**src/rtl/cpmt_pkg.sv**
```systemverilog
// ----------------------------------------------------------------------------
// cpmt_pkg
// Shared types and constants for the client port mapping table.
// ----------------------------------------------------------------------------
package cpmt_pkg;

    localparam int NUM_SLOTS_DEF = 64;

    localparam int ADDR_W = 32;
    localparam int PORT_W = 16;
    localparam int SRV_W  = 8;
    localparam int SLOT_W = 6;
    localparam int STAT_W = 2;
    localparam int CFG_W  = 16;
    localparam int CIDX_W = 1;

    typedef logic [STAT_W-1:0] t_status;
    typedef logic [CIDX_W-1:0] t_cfg_idx;

    localparam t_status ST_HIT      = 2'd0;
    localparam t_status ST_NEW      = 2'd1;
    localparam t_status ST_FULL     = 2'd2;
    localparam t_status ST_UNMAPPED = 2'd3;

    localparam t_cfg_idx CFG_BIND_BASE = 1'd0;
    localparam t_cfg_idx CFG_MAIN_SRV  = 1'd1;

    localparam logic [PORT_W-1:0] BIND_BASE_RST = 16'd40000;
    localparam logic [SRV_W-1:0]  MAIN_SRV_RST  = 8'd0;

    localparam logic REQ_FWD = 1'b0;
    localparam logic REQ_REV = 1'b1;

    // controller -> datapath
    typedef struct packed {
        logic    cap;     // capture the accepted request, restart scan
        logic    scan;    // advance the scan by one slot
        logic    rev_rd;  // read the slot addressed by the bound port
        logic    finish;  // load the result register
        t_status status;  // status to report on finish
    } t_cmd;

    // datapath -> controller
    typedef struct packed {
        logic hit;     // scan found a matching slot
        logic miss;    // scan ran past the filled slots
        logic full;    // no free slot left
        logic rev_ok;  // bound port maps to a filled slot
    } t_sts;

endpackage

```
**src/rtl/cpmt_req_if.sv**
```systemverilog
// ----------------------------------------------------------------------------
// cpmt_req_if
// Request channel: valid/ready handshake with the lookup request payload.
// ----------------------------------------------------------------------------
interface cpmt_req_if;
    logic        valid;
    logic        ready;
    logic        req_type;
    logic [31:0] client_addr;
    logic [15:0] client_port;
    logic [15:0] bound_port;

    modport source (output valid, output req_type, output client_addr,
                    output client_port, output bound_port, input ready);
    modport sink   (input valid, input req_type, input client_addr,
                    input client_port, input bound_port, output ready);
endinterface

```
**src/rtl/cpmt_rsp_if.sv**
```systemverilog
// ----------------------------------------------------------------------------
// cpmt_rsp_if
// Response channel: valid/ready handshake with the lookup result payload.
// ----------------------------------------------------------------------------
interface cpmt_rsp_if;
    logic        valid;
    logic        ready;
    logic [1:0]  status;
    logic [5:0]  slot;
    logic [15:0] slot_port;
    logic [7:0]  server_number;
    logic [31:0] entry_addr;
    logic [15:0] entry_port;

    modport source (output valid, output status, output slot, output slot_port,
                    output server_number, output entry_addr, output entry_port,
                    input ready);
    modport sink   (input valid, input status, input slot, input slot_port,
                    input server_number, input entry_addr, input entry_port,
                    output ready);
endinterface

```
**src/rtl/client_port_mapping_table.sv**
```systemverilog
// Forward request: the scan compares one slot per cycle through the slot
// memory port, from slot 0 to the first hit, or over all F filled slots (at
// most NUM_SLOTS) on a miss or a new entry. Reverse request: one read of the
// slot at the bound port's offset. One request at a time; a response held at
// the output delays the result load, and the next request is taken the cycle
// after. Reset (synchronous, active low) empties the table and restores config.
module client_port_mapping_table
    import cpmt_pkg::*;
#(
    parameter int NUM_SLOTS = NUM_SLOTS_DEF
)(
    input  logic             i_clk,
    input  logic             i_rst_n,
    input  logic             i_cfg_we,
    input  t_cfg_idx         i_cfg_idx,
    input  logic [CFG_W-1:0] i_cfg_data,
    cpmt_req_if.sink         i_req,
    cpmt_rsp_if.source       o_rsp
);

    t_cmd cmd;
    t_sts sts;

    cpmt_ctrl u_ctrl (
        .i_clk       (i_clk),
        .i_rst_n     (i_rst_n),
        .i_req_valid (i_req.valid),
        .i_req_type  (i_req.req_type),
        .o_req_ready (i_req.ready),
        .o_rsp_valid (o_rsp.valid),
        .i_rsp_ready (o_rsp.ready),
        .i_sts       (sts),
        .o_cmd       (cmd)
    );

    cpmt_dp #(
        .NUM_SLOTS (NUM_SLOTS)
    ) u_dp (
        .i_clk           (i_clk),
        .i_rst_n         (i_rst_n),
        .i_cfg_we        (i_cfg_we),
        .i_cfg_idx       (i_cfg_idx),
        .i_cfg_data      (i_cfg_data),
        .i_req_type      (i_req.req_type),
        .i_client_addr   (i_req.client_addr),
        .i_client_port   (i_req.client_port),
        .i_bound_port    (i_req.bound_port),
        .i_cmd           (cmd),
        .o_sts           (sts),
        .o_status        (o_rsp.status),
        .o_slot          (o_rsp.slot),
        .o_slot_port     (o_rsp.slot_port),
        .o_server_number (o_rsp.server_number),
        .o_entry_addr    (o_rsp.entry_addr),
        .o_entry_port    (o_rsp.entry_port)
    );

endmodule

```
**src/rtl/cpmt_ctrl.sv**
```systemverilog
// ----------------------------------------------------------------------------
// cpmt_ctrl
// Sequencer: accepts a request, runs the slot scan or the reverse read,
// and hands the result to the output register.
// ----------------------------------------------------------------------------
module cpmt_ctrl
    import cpmt_pkg::*;
(
    input  logic i_clk,
    input  logic i_rst_n,
    input  logic i_req_valid,
    input  logic i_req_type,
    output logic o_req_ready,
    output logic o_rsp_valid,
    input  logic i_rsp_ready,
    input  t_sts i_sts,
    output t_cmd o_cmd
);

    localparam logic [1:0] S_IDLE  = 2'd0;
    localparam logic [1:0] S_SCAN  = 2'd1;
    localparam logic [1:0] S_REV   = 2'd2;
    localparam logic [1:0] S_RWAIT = 2'd3;

    logic [1:0] r_state, n_state;
    logic       r_out_vld, n_out_vld;
    logic       out_free;

    assign out_free    = !r_out_vld || i_rsp_ready;
    assign o_req_ready = (r_state == S_IDLE);
    assign o_rsp_valid = r_out_vld;

    always_comb begin
        n_state       = r_state;
        o_cmd         = '0;
        o_cmd.status  = ST_HIT;
        o_cmd.cap     = i_req_valid && (r_state == S_IDLE);
        case (r_state)
            S_IDLE: begin
                if (i_req_valid) begin
                    n_state = (i_req_type == REQ_REV) ? S_REV : S_SCAN;
                end
            end
            S_SCAN: begin
                if (i_sts.hit || i_sts.miss) begin
                    if (out_free) begin
                        o_cmd.finish = 1'b1;
                        if (i_sts.hit) begin
                            o_cmd.status = ST_HIT;
                        end else if (i_sts.full) begin
                            o_cmd.status = ST_FULL;
                        end else begin
                            o_cmd.status = ST_NEW;
                        end
                        n_state = S_IDLE;
                    end
                end else begin
                    o_cmd.scan = 1'b1;
                end
            end
            S_REV: begin
                o_cmd.rev_rd = 1'b1;
                n_state      = S_RWAIT;
            end
            S_RWAIT: begin
                if (out_free) begin
                    o_cmd.finish = 1'b1;
                    o_cmd.status = i_sts.rev_ok ? ST_HIT : ST_UNMAPPED;
                    n_state      = S_IDLE;
                end
            end
            default: begin
                n_state = S_IDLE;
            end
        endcase
    end

    always_comb begin
        n_out_vld = r_out_vld;
        if (i_rsp_ready) begin
            n_out_vld = 1'b0;
        end
        if (o_cmd.finish) begin
            n_out_vld = 1'b1;
        end
    end

    always_ff @(posedge i_clk) begin
        if (!i_rst_n) begin
            r_state   <= S_IDLE;
            r_out_vld <= 1'b0;
        end else begin
            r_state   <= n_state;
            r_out_vld <= n_out_vld;
        end
    end

endmodule

```
**src/rtl/cpmt_dp.sv**
```systemverilog
// ----------------------------------------------------------------------------
// cpmt_dp
// Datapath: slot memory, fill count, scan counter and compare, config
// registers and the result register.
// ----------------------------------------------------------------------------
module cpmt_dp
    import cpmt_pkg::*;
#(
    parameter int NUM_SLOTS = NUM_SLOTS_DEF
)(
    input  logic              i_clk,
    input  logic              i_rst_n,
    input  logic              i_cfg_we,
    input  t_cfg_idx          i_cfg_idx,
    input  logic [CFG_W-1:0]  i_cfg_data,
    input  logic              i_req_type,
    input  logic [ADDR_W-1:0] i_client_addr,
    input  logic [PORT_W-1:0] i_client_port,
    input  logic [PORT_W-1:0] i_bound_port,
    input  t_cmd              i_cmd,
    output t_sts              o_sts,
    output t_status           o_status,
    output logic [SLOT_W-1:0] o_slot,
    output logic [PORT_W-1:0] o_slot_port,
    output logic [SRV_W-1:0]  o_server_number,
    output logic [ADDR_W-1:0] o_entry_addr,
    output logic [PORT_W-1:0] o_entry_port
);

    localparam int IW = (NUM_SLOTS > 1) ? $clog2(NUM_SLOTS) : 1;
    localparam int CW = $clog2(NUM_SLOTS + 1);
    localparam logic [CW-1:0] FULL_CNT = CW'(NUM_SLOTS);

    // slot memory, one word per slot
    logic [ADDR_W-1:0] mem_addr [NUM_SLOTS];
    logic [PORT_W-1:0] mem_port [NUM_SLOTS];
    logic [SRV_W-1:0]  mem_srv  [NUM_SLOTS];

    logic [PORT_W-1:0] r_base;
    logic [SRV_W-1:0]  r_main_srv;

    logic              r_req_type;
    logic [ADDR_W-1:0] r_key_addr;
    logic [PORT_W-1:0] r_key_port;
    logic [PORT_W-1:0] r_bport;

    logic [CW-1:0]     r_fill;
    logic [CW-1:0]     r_idx;
    logic              r_cmp_vld;
    logic [IW-1:0]     r_cmp_idx;

    logic [ADDR_W-1:0] r_rd_addr;
    logic [PORT_W-1:0] r_rd_port;
    logic [SRV_W-1:0]  r_rd_srv;

    logic [PORT_W-1:0] offset;
    logic              issue;
    logic              rd_en;
    logic [IW-1:0]     rd_idx;
    logic              wr_en;
    logic [PORT_W-1:0] res_idx;

    assign offset = r_bport - r_base;
    assign issue  = (r_idx < r_fill);

    assign o_sts.hit    = r_cmp_vld && (r_rd_addr == r_key_addr)
                                    && (r_rd_port == r_key_port);
    assign o_sts.miss   = !r_cmp_vld && !issue;
    assign o_sts.full   = (r_fill == FULL_CNT);
    assign o_sts.rev_ok = (offset < PORT_W'(r_fill));

    assign rd_en  = (i_cmd.scan && issue) || i_cmd.rev_rd;
    assign rd_idx = i_cmd.rev_rd ? offset[IW-1:0] : r_idx[IW-1:0];
    assign wr_en  = i_cmd.finish && (i_cmd.status == ST_NEW);

    always_comb begin
        if (r_req_type == REQ_REV) begin
            res_idx = offset;
        end else if (i_cmd.status == ST_NEW) begin
            res_idx = PORT_W'(r_fill);
        end else begin
            res_idx = PORT_W'(r_cmp_idx);
        end
    end

    always_ff @(posedge i_clk) begin
        if (wr_en) begin
            mem_addr[r_fill[IW-1:0]] <= r_key_addr;
            mem_port[r_fill[IW-1:0]] <= r_key_port;
            mem_srv[r_fill[IW-1:0]]  <= r_main_srv;
        end
        if (rd_en) begin
            r_rd_addr <= mem_addr[rd_idx];
            r_rd_port <= mem_port[rd_idx];
            r_rd_srv  <= mem_srv[rd_idx];
        end
    end

    // control state: config, fill count, scan pointer
    always_ff @(posedge i_clk) begin
        if (!i_rst_n) begin
            r_base     <= BIND_BASE_RST;
            r_main_srv <= MAIN_SRV_RST;
            r_fill     <= '0;
            r_idx      <= '0;
            r_cmp_vld  <= 1'b0;
        end else begin
            if (i_cfg_we) begin
                case (i_cfg_idx)
                    CFG_BIND_BASE: r_base     <= i_cfg_data[PORT_W-1:0];
                    CFG_MAIN_SRV:  r_main_srv <= i_cfg_data[SRV_W-1:0];
                    default: ;
                endcase
            end
            if (i_cmd.cap) begin
                r_idx     <= '0;
                r_cmp_vld <= 1'b0;
            end else if (i_cmd.scan) begin
                r_cmp_vld <= issue;
                if (issue) begin
                    r_idx <= r_idx + 1'b1;
                end
            end
            if (wr_en) begin
                r_fill <= r_fill + 1'b1;
            end
        end
    end

    always_ff @(posedge i_clk) begin
        if (i_cmd.cap) begin
            r_req_type <= i_req_type;
            r_key_addr <= i_client_addr;
            r_key_port <= i_client_port;
            r_bport    <= i_bound_port;
        end
        if (i_cmd.scan && issue) begin
            r_cmp_idx <= r_idx[IW-1:0];
        end
    end

    // result register
    always_ff @(posedge i_clk) begin
        if (i_cmd.finish) begin
            o_status <= i_cmd.status;
            case (i_cmd.status)
                ST_HIT: begin
                    o_slot          <= res_idx[SLOT_W-1:0];
                    o_slot_port     <= r_base + res_idx;
                    o_server_number <= r_rd_srv;
                    o_entry_addr    <= r_rd_addr;
                    o_entry_port    <= r_rd_port;
                end
                ST_NEW: begin
                    o_slot          <= res_idx[SLOT_W-1:0];
                    o_slot_port     <= r_base + res_idx;
                    o_server_number <= r_main_srv;
                    o_entry_addr    <= r_key_addr;
                    o_entry_port    <= r_key_port;
                end
                default: begin
                    o_slot          <= '0;
                    o_slot_port     <= '0;
                    o_server_number <= '0;
                    o_entry_addr    <= '0;
                    o_entry_port    <= '0;
                end
            endcase
        end
    end

endmodule
```
**src/flat_wrapper.sv**
```systemverilog
// flat-port wrapper written by rule: the top's interface ports become plain ports
module client_port_mapping_table_flat import cpmt_pkg::*;
#(
    parameter int NUM_SLOTS = NUM_SLOTS_DEF
)
  (i_clk, i_rst_n, i_cfg_we, i_cfg_idx, i_cfg_data, i_req_valid, i_req_req_type, i_req_client_addr, i_req_client_port, i_req_bound_port, i_req_ready, o_rsp_valid, o_rsp_status, o_rsp_slot, o_rsp_slot_port, o_rsp_server_number, o_rsp_entry_addr, o_rsp_entry_port, o_rsp_ready);
  cpmt_req_if i_req_i ();
  cpmt_rsp_if o_rsp_i ();
  input  logic i_clk;
  input  logic i_rst_n;
  input  logic i_cfg_we;
  input  t_cfg_idx i_cfg_idx;
  input  logic [CFG_W-1:0] i_cfg_data;
  input wire logic [$bits(i_req_i.valid)-1:0] i_req_valid;
  input wire logic [$bits(i_req_i.req_type)-1:0] i_req_req_type;
  input wire logic [$bits(i_req_i.client_addr)-1:0] i_req_client_addr;
  input wire logic [$bits(i_req_i.client_port)-1:0] i_req_client_port;
  input wire logic [$bits(i_req_i.bound_port)-1:0] i_req_bound_port;
  output wire logic [$bits(i_req_i.ready)-1:0] i_req_ready;
  output wire logic [$bits(o_rsp_i.valid)-1:0] o_rsp_valid;
  output wire logic [$bits(o_rsp_i.status)-1:0] o_rsp_status;
  output wire logic [$bits(o_rsp_i.slot)-1:0] o_rsp_slot;
  output wire logic [$bits(o_rsp_i.slot_port)-1:0] o_rsp_slot_port;
  output wire logic [$bits(o_rsp_i.server_number)-1:0] o_rsp_server_number;
  output wire logic [$bits(o_rsp_i.entry_addr)-1:0] o_rsp_entry_addr;
  output wire logic [$bits(o_rsp_i.entry_port)-1:0] o_rsp_entry_port;
  input wire logic [$bits(o_rsp_i.ready)-1:0] o_rsp_ready;
  assign i_req_i.valid = i_req_valid;
  assign i_req_i.req_type = i_req_req_type;
  assign i_req_i.client_addr = i_req_client_addr;
  assign i_req_i.client_port = i_req_client_port;
  assign i_req_i.bound_port = i_req_bound_port;
  assign i_req_ready = i_req_i.ready;
  assign o_rsp_valid = o_rsp_i.valid;
  assign o_rsp_status = o_rsp_i.status;
  assign o_rsp_slot = o_rsp_i.slot;
  assign o_rsp_slot_port = o_rsp_i.slot_port;
  assign o_rsp_server_number = o_rsp_i.server_number;
  assign o_rsp_entry_addr = o_rsp_i.entry_addr;
  assign o_rsp_entry_port = o_rsp_i.entry_port;
  assign o_rsp_i.ready = o_rsp_ready;
  client_port_mapping_table #(.NUM_SLOTS(NUM_SLOTS)) u_core (.i_clk(i_clk), .i_rst_n(i_rst_n), .i_cfg_we(i_cfg_we), .i_cfg_idx(i_cfg_idx), .i_cfg_data(i_cfg_data), .i_req(i_req_i), .o_rsp(o_rsp_i));
endmodule
```
**config.mk**
```make
export PLATFORM = sky130hd
export DESIGN_NAME = client_port_mapping_table_flat
export DESIGN_NICKNAME = d
export VERILOG_FILES = /design/src/rtl/cpmt_pkg.sv /design/src/rtl/cpmt_req_if.sv /design/src/rtl/cpmt_rsp_if.sv /design/src/rtl/client_port_mapping_table.sv /design/src/rtl/cpmt_ctrl.sv /design/src/rtl/cpmt_dp.sv /design/src/flat_wrapper.sv
export SDC_FILE = /design/constraint.sdc
export NUM_CORES = 2
export LEC_CHECK = 0
export BUFFER_PORTS_ARGS = -buffer_cell sky130_fd_sc_hd__buf_2
export CAP_MARGIN = 20
export CORE_MARGIN = 1.5
export CORE_UTILIZATION = 45
export DETAILED_ROUTE_END_ITERATION = 12
export GPL_ROUTABILITY_DRIVEN = 0
export MAX_ROUTING_LAYER = met4
export PLACE_DENSITY = 0.7
export SLEW_MARGIN = 20
export SYNTH_ARGS = -nofsm -noshare
export SYNTH_HDL_FRONTEND = slang
export SYNTH_SLANG_ARGS = --single-unit
```
**constraint.sdc**
```tcl
create_clock -name i_clk -period 7.7 [get_ports i_clk]
set_input_delay 0 -clock i_clk [delete_from_list [all_inputs] [get_ports i_clk]]
set_output_delay 0 -clock i_clk [all_outputs]
set_load 0.02 [all_outputs]
```
==> results.txt <==
- Of the cells placed in the final design, the portion with a size suffix greater than 1 is around 27%.
* Largest delay contributor family on the critical path: simple AND/OR/NAND/NOR gates
- Leading cell types by total area after synthesis: sky130_fd_sc_hd__edfxtp_1 76%, sky130_fd_sc_hd__mux4_2 14%, sky130_fd_sc_hd__mux2i_1 3.1%, sky130_fd_sc_hd__mux2_2 0.86%, sky130_fd_sc_hd__a21oi_1 0.61%
* Max Clk Rate: ~0.18 GHz
* Minimum period implied by the final worst setup slack: ~5500 ps
- The synthesized netlist devotes 2.26% of its cell area to compound gates.
* Number of vias after detailed routing: around 75000
* Clock network latency to the later pin of the worst-skew pair: between 900 and 1000 ps
- Detailed Routing Iterations Pass 1: 6
- The synthesized netlist devotes less than 1% of its cell area to XOR and XNOR gates.
- Clock buffer depth: 4
- Entering global routing, the biggest net connects 114 pins.
- The critical path is of the reg -> reg type.
- Multiplexer fraction of the synthesized cell area: between 10% and 20%
- VDD IR max: between 0.2 and 0.25 mV
* Synth Register Bits: 3833
- In this run the worst hold path is classified as in -> reg.
- Clock H-tree levels: 5
* Design area: around 0.17 mm²
* Critical Path Sink Type: flip-flop
- Power comes to roughly 46 mW.
- Slowest stage cell, crit path: sky130_fd_sc_hd__nor4_2
* Number of cells traversed by the worst hold path: 4
- Gates resized during post-CTS repair numbered 0.
- In this run the horizontal extent of the chip is ~580 µm.
* WP buf/inv: 3
- The analysis attributes to cell leakage a power of around 55 nW.
- Warnings, synthesis: 0
- Antenna violations before repair: 15
* Endpoint of the worst hold path: u_core.u_ctrl.r_state[0]$_SDFFE_PN0P_
- Setup violations remaining at the end of the flow were counted as 0.
* Clock root buffer: sky130_fd_sc_hd__clkbuf_16
- The run finished with clean final reports.
- In this run the remaining antenna-violating nets after routing total 0.
- The first global-routing pass estimated 558000 µm of wire.
- Setup repair after global routing missed its margin: false
- The number of slew-limit violations in the final report is 0.
* Via density per instance: about 6.2
* Synthesis-to-layout area growth: 14.6%
- The worst register-to-register path has a depth of 10.
* Area fraction of the dominant cell type after synthesis: about three quarters
- Of the total synthesized cell area, the portion taken by AND, OR, NAND and NOR gates is about 1.2%.
- DP Worst Slack: ~2400 ps
- Final clock period utilization by the worst path: slightly above 70%
- Number of input and output port buffers inserted: around 170
- Remaining DRCs: 0
- Pin placement for this block handled 169 I/O pins.
* Net Count, Synth: just under 7000
- Setup clock skew after layout: between 50 and 60 ps
* Req. time, crit path: between 8000 and 9000 ps
- Initial core utilization: between 40% and 50%
* Final routed wire length divided by cell count: 33.2 µm
- The startpoint identified for the worst hold timing path is i_req_req_type.
* Count of final hold-check violations: 0
- In this run the worst path has a maximum fanout of between 60 and 70.
* Die height: just under 600 µm
* Max-capacitance violation count: 0
* Total Neg Setup Slack: 0 ps
- Overall track demand over capacity in global routing: between 20% and 30%
* Number of flops mapped to enable cells by yosys: approximately 3800
* Detailed Route WL: between 300000 and 400000 µm
* Detail Placement HPWL: approximately 230000 µm
- TritonCTS clock tree: built
- Power density over cell area: roughly 270 mW/mm²
- Max stage delay on crit path: roughly 900 ps
* Proportion of synthesized chip area in sequential cells: 77.0%
* Series of cell instances along the critical path: buf_4 -> xor2_1 -> nor4_2 -> nand4_1 -> nor4_2 -> buf_2 -> a211oi_1 -> and2_1 -> nand2b_4 -> buf_4
- Data arrives at the worst endpoint at approximately 6000 ps.
* Critical path startpoint category: flip-flop
- Share of flip-flops with an asynchronous set or reset: 0%
* Final layout net count: between 7000 and 8000
- In this run the cell area measured after placement is 0.157 mm².
- After synthesis, the largest family of logic cells by area is multiplexers.
* Die area: about 0.33 mm²
* Clock sink count: ~3800
* Min setup slack post-route: about 2200 ps
- The detailed router finished its first iteration with approximately 11000 violations.
- Number of distinct standard cells referenced by the synthesized netlist: 64
- In this run the core area contains between 200 and 250 standard-cell rows.
- Each instance of the synthesized netlist takes up on average between 20 and 25 µm².
- Dominant cell type by area after synthesis: sky130_fd_sc_hd__edfxtp_1
* Register-to-register setup slack: roughly 2200 ps
* Syn Std Cell Area: 0.149 mm²
* Total global routing overflow: 0
* Post-CTS Setup Repair Bufs: 0
- Max_slew headroom: between 15 and 20%
* Post-route core utilization: approximately 52%
* Area share of fa/ha/maj cells after synthesis: less than 1%
- Slew of the pin with the lowest slew margin: between 1000 and 1500 ps
- In this run the critical register-to-register path is launched from u_core.u_dp.r_key_port[14]$_DFFE_PP_.
- Worst flop-to-flop path endpoint: u_core.u_dp.r_rd_addr[1]$_DFFE_PP_
- For this run, the leading register cell type out of synthesis is sky130_fd_sc_hd__edfxtp_1.
- Std-Cell Core Area: about 0.33 mm²
* Clock transition at the register clock pins on the worst setup and hold paths after CTS: roughly 60 ps
- In the synthesized netlist, the number of instances is 6736.
* Number of global-route vias before repair: approximately 73000
- Counting the buffers created by CTS gives 369.
-- synthesized netlist by cell type, types with 49 or more instances --
master,number
sky130_fd_sc_hd__edfxtp_1,3791
sky130_fd_sc_hd__mux4_2,896
sky130_fd_sc_hd__mux2i_1,461
sky130_fd_sc_hd__nor2_1,211
sky130_fd_sc_hd__a21oi_1,181
sky130_fd_sc_hd__clkbuf_1,154
sky130_fd_sc_hd__buf_2,147
sky130_fd_sc_hd__a22oi_1,114
sky130_fd_sc_hd__mux2_2,114
sky130_fd_sc_hd__nand2_1,78
sky130_fd_sc_hd__o221ai_1,56
sky130_fd_sc_hd__buf_1,49
-- state kept, by name, summed over array words and instances (netlist names), 6 cells and up --
name                         count
u_core.u_dp.r_rd_port           16
u_core.u_dp.r_bport             16
u_core.u_dp.o_slot               6
u_core.u_dp.o_server_number      8
u_core.u_dp.o_entry_addr        32
u_core.u_dp.mem_srv            512
u_core.u_dp.mem_port          1024
u_core.u_dp.mem_addr          2048
u_core.u_dp.r_key_port          16
u_core.u_dp.r_key_addr          32
u_core.u_dp.r_main_srv           8
u_core.u_dp.r_base              16
u_core.u_dp.r_fill               7
u_core.u_dp.r_cmp_idx            6
u_core.u_dp.r_idx                7
u_core.u_dp.r_rd_srv             8
u_core.u_dp.r_rd_addr           32
u_core.u_dp.o_entry_port        16
u_core.u_dp.o_slot_port         16
-- cell type report --
class	instances	area (µm²)
tap	4366	5460
clock buffer	436	9580
timing repair buffer	620	5420
inverter	48	185
sequential	3833	115000
multi-input combinational	2492	33100
antenna	13	32.5
fill	24700	159000
clock inverter	227	2280
-- power breakdown --
part	leakage (nW)	internal, mW	switching (mW)
Clock	5.79	10.2	7.75
Combinational	14.5	1.38	2.65
Sequential	34.9	23.4	0.147
-- worst min-delay path, cell delays in order --
cell and delay [ps]:
sky130_fd_sc_hd__dlygate4sd3_1 560, sky130_fd_sc_hd__buf_2 140, sky130_fd_sc_hd__o21ai_0 80, sky130_fd_sc_hd__and3_1 170
-- per-layer routing --
metal / routed length [µm] / vias up / GRT usage (%)
li1: - / 29600 / -
met1: 152000 / 39900 / 33.2
met2: 185000 / 4959 / 36.2
met3: 48800 / 620 / 6.04
met4: 13200 / 0 / 7.51
met5: 0 / - / -
-- layout by cell type, fill, tap and decap left out, types with 33 or more instances in the layout --
| cell | count |
|---|---|
| sky130_fd_sc_hd__clkinv_1 | 75 |
| sky130_fd_sc_hd__bufinv_16 | 39 |
| sky130_fd_sc_hd__nor2_1 | 145 |
| sky130_fd_sc_hd__nor2_4 | 66 |
| sky130_fd_sc_hd__o221ai_1 | 56 |
| sky130_fd_sc_hd__mux2i_1 | 457 |
| sky130_fd_sc_hd__mux2_2 | 114 |
| sky130_fd_sc_hd__clkbuf_16 | 372 |
| sky130_fd_sc_hd__a22oi_1 | 114 |
| sky130_fd_sc_hd__edfxtp_1 | 3791 |
| sky130_fd_sc_hd__buf_12 | 50 |
| sky130_fd_sc_hd__dfxtp_1 | 38 |
| sky130_fd_sc_hd__dlygate4sd3_1 | 198 |
| sky130_fd_sc_hd__xnor2_1 | 33 |
| sky130_fd_sc_hd__mux4_2 | 896 |
| sky130_fd_sc_hd__nand3_1 | 35 |
| sky130_fd_sc_hd__a21oi_1 | 181 |
| sky130_fd_sc_hd__buf_4 | 197 |
| sky130_fd_sc_hd__ha_1 | 45 |
| sky130_fd_sc_hd__clkbuf_1 | 61 |
| sky130_fd_sc_hd__buf_2 | 169 |
| sky130_fd_sc_hd__inv_1 | 46 |
| sky130_fd_sc_hd__xor2_1 | 39 |
| sky130_fd_sc_hd__clkinv_2 | 73 |
| sky130_fd_sc_hd__nand2_1 | 76 |
-- logic make-up after synthesis --
| family | after synthesis |
|---|---|
| fa+ha+maj | 47 |
| buf+inv | 411 |
| simple gates | 402 |
| mux | 1472 |
| xor+xnor | 73 |
| flops | 3833 |
| compound gates | 498 |
-- how the worst max path moves through the flow --
| stage | to | from | depth (start not counted) | slack, ps |
|---|---|---|---|---|
| after detailed placement | u_core.u_dp.r_rd_addr[3]$_DFFE_PP_ | u_core.u_ctrl.r_state[0]$_SDFFE_PN0P_ | 9 | 2400 |
| after CTS | u_core.u_dp.r_rd_addr[3]$_DFFE_PP_ | u_core.u_ctrl.r_state[0]$_SDFFE_PN0P_ | 9 | 2340 |
| final | u_core.u_dp.r_rd_addr[1]$_DFFE_PP_ | u_core.u_dp.r_key_port[14]$_DFFE_PP_ | 10 | 2210 |
| after global routing | u_core.u_dp.r_rd_addr[3]$_DFFE_PP_ | u_core.u_ctrl.r_state[0]$_SDFFE_PN0P_ | 9 | 2010 |
| after floorplan | u_core.u_dp.mem_addr[62][0]$_DFFE_PP_ | u_core.u_dp.r_fill[2]$_SDFFE_PN0P_ | 12 | 2430 |
| after global placement | u_core.u_dp.r_rd_addr[13]$_DFFE_PP_ | u_core.u_dp.r_key_port[14]$_DFFE_PP_ | 9 | 1240 |
-- timing repair --
action                                 in CTS  in global routing
hold buffers                              198                  0
setup endpoints to repair                   0                  0
endpoints found under the hold margin     136                  0
-- through the flow --
stage               hold slack [ps]  cells
detailed placement              178  11200
global route                   96.1  12000
floorplan                      98.9   6736
finish                         82.8  12000
global placement                178  11200
CTS                            23.0  12000
(Power assumes the default switching activity.)
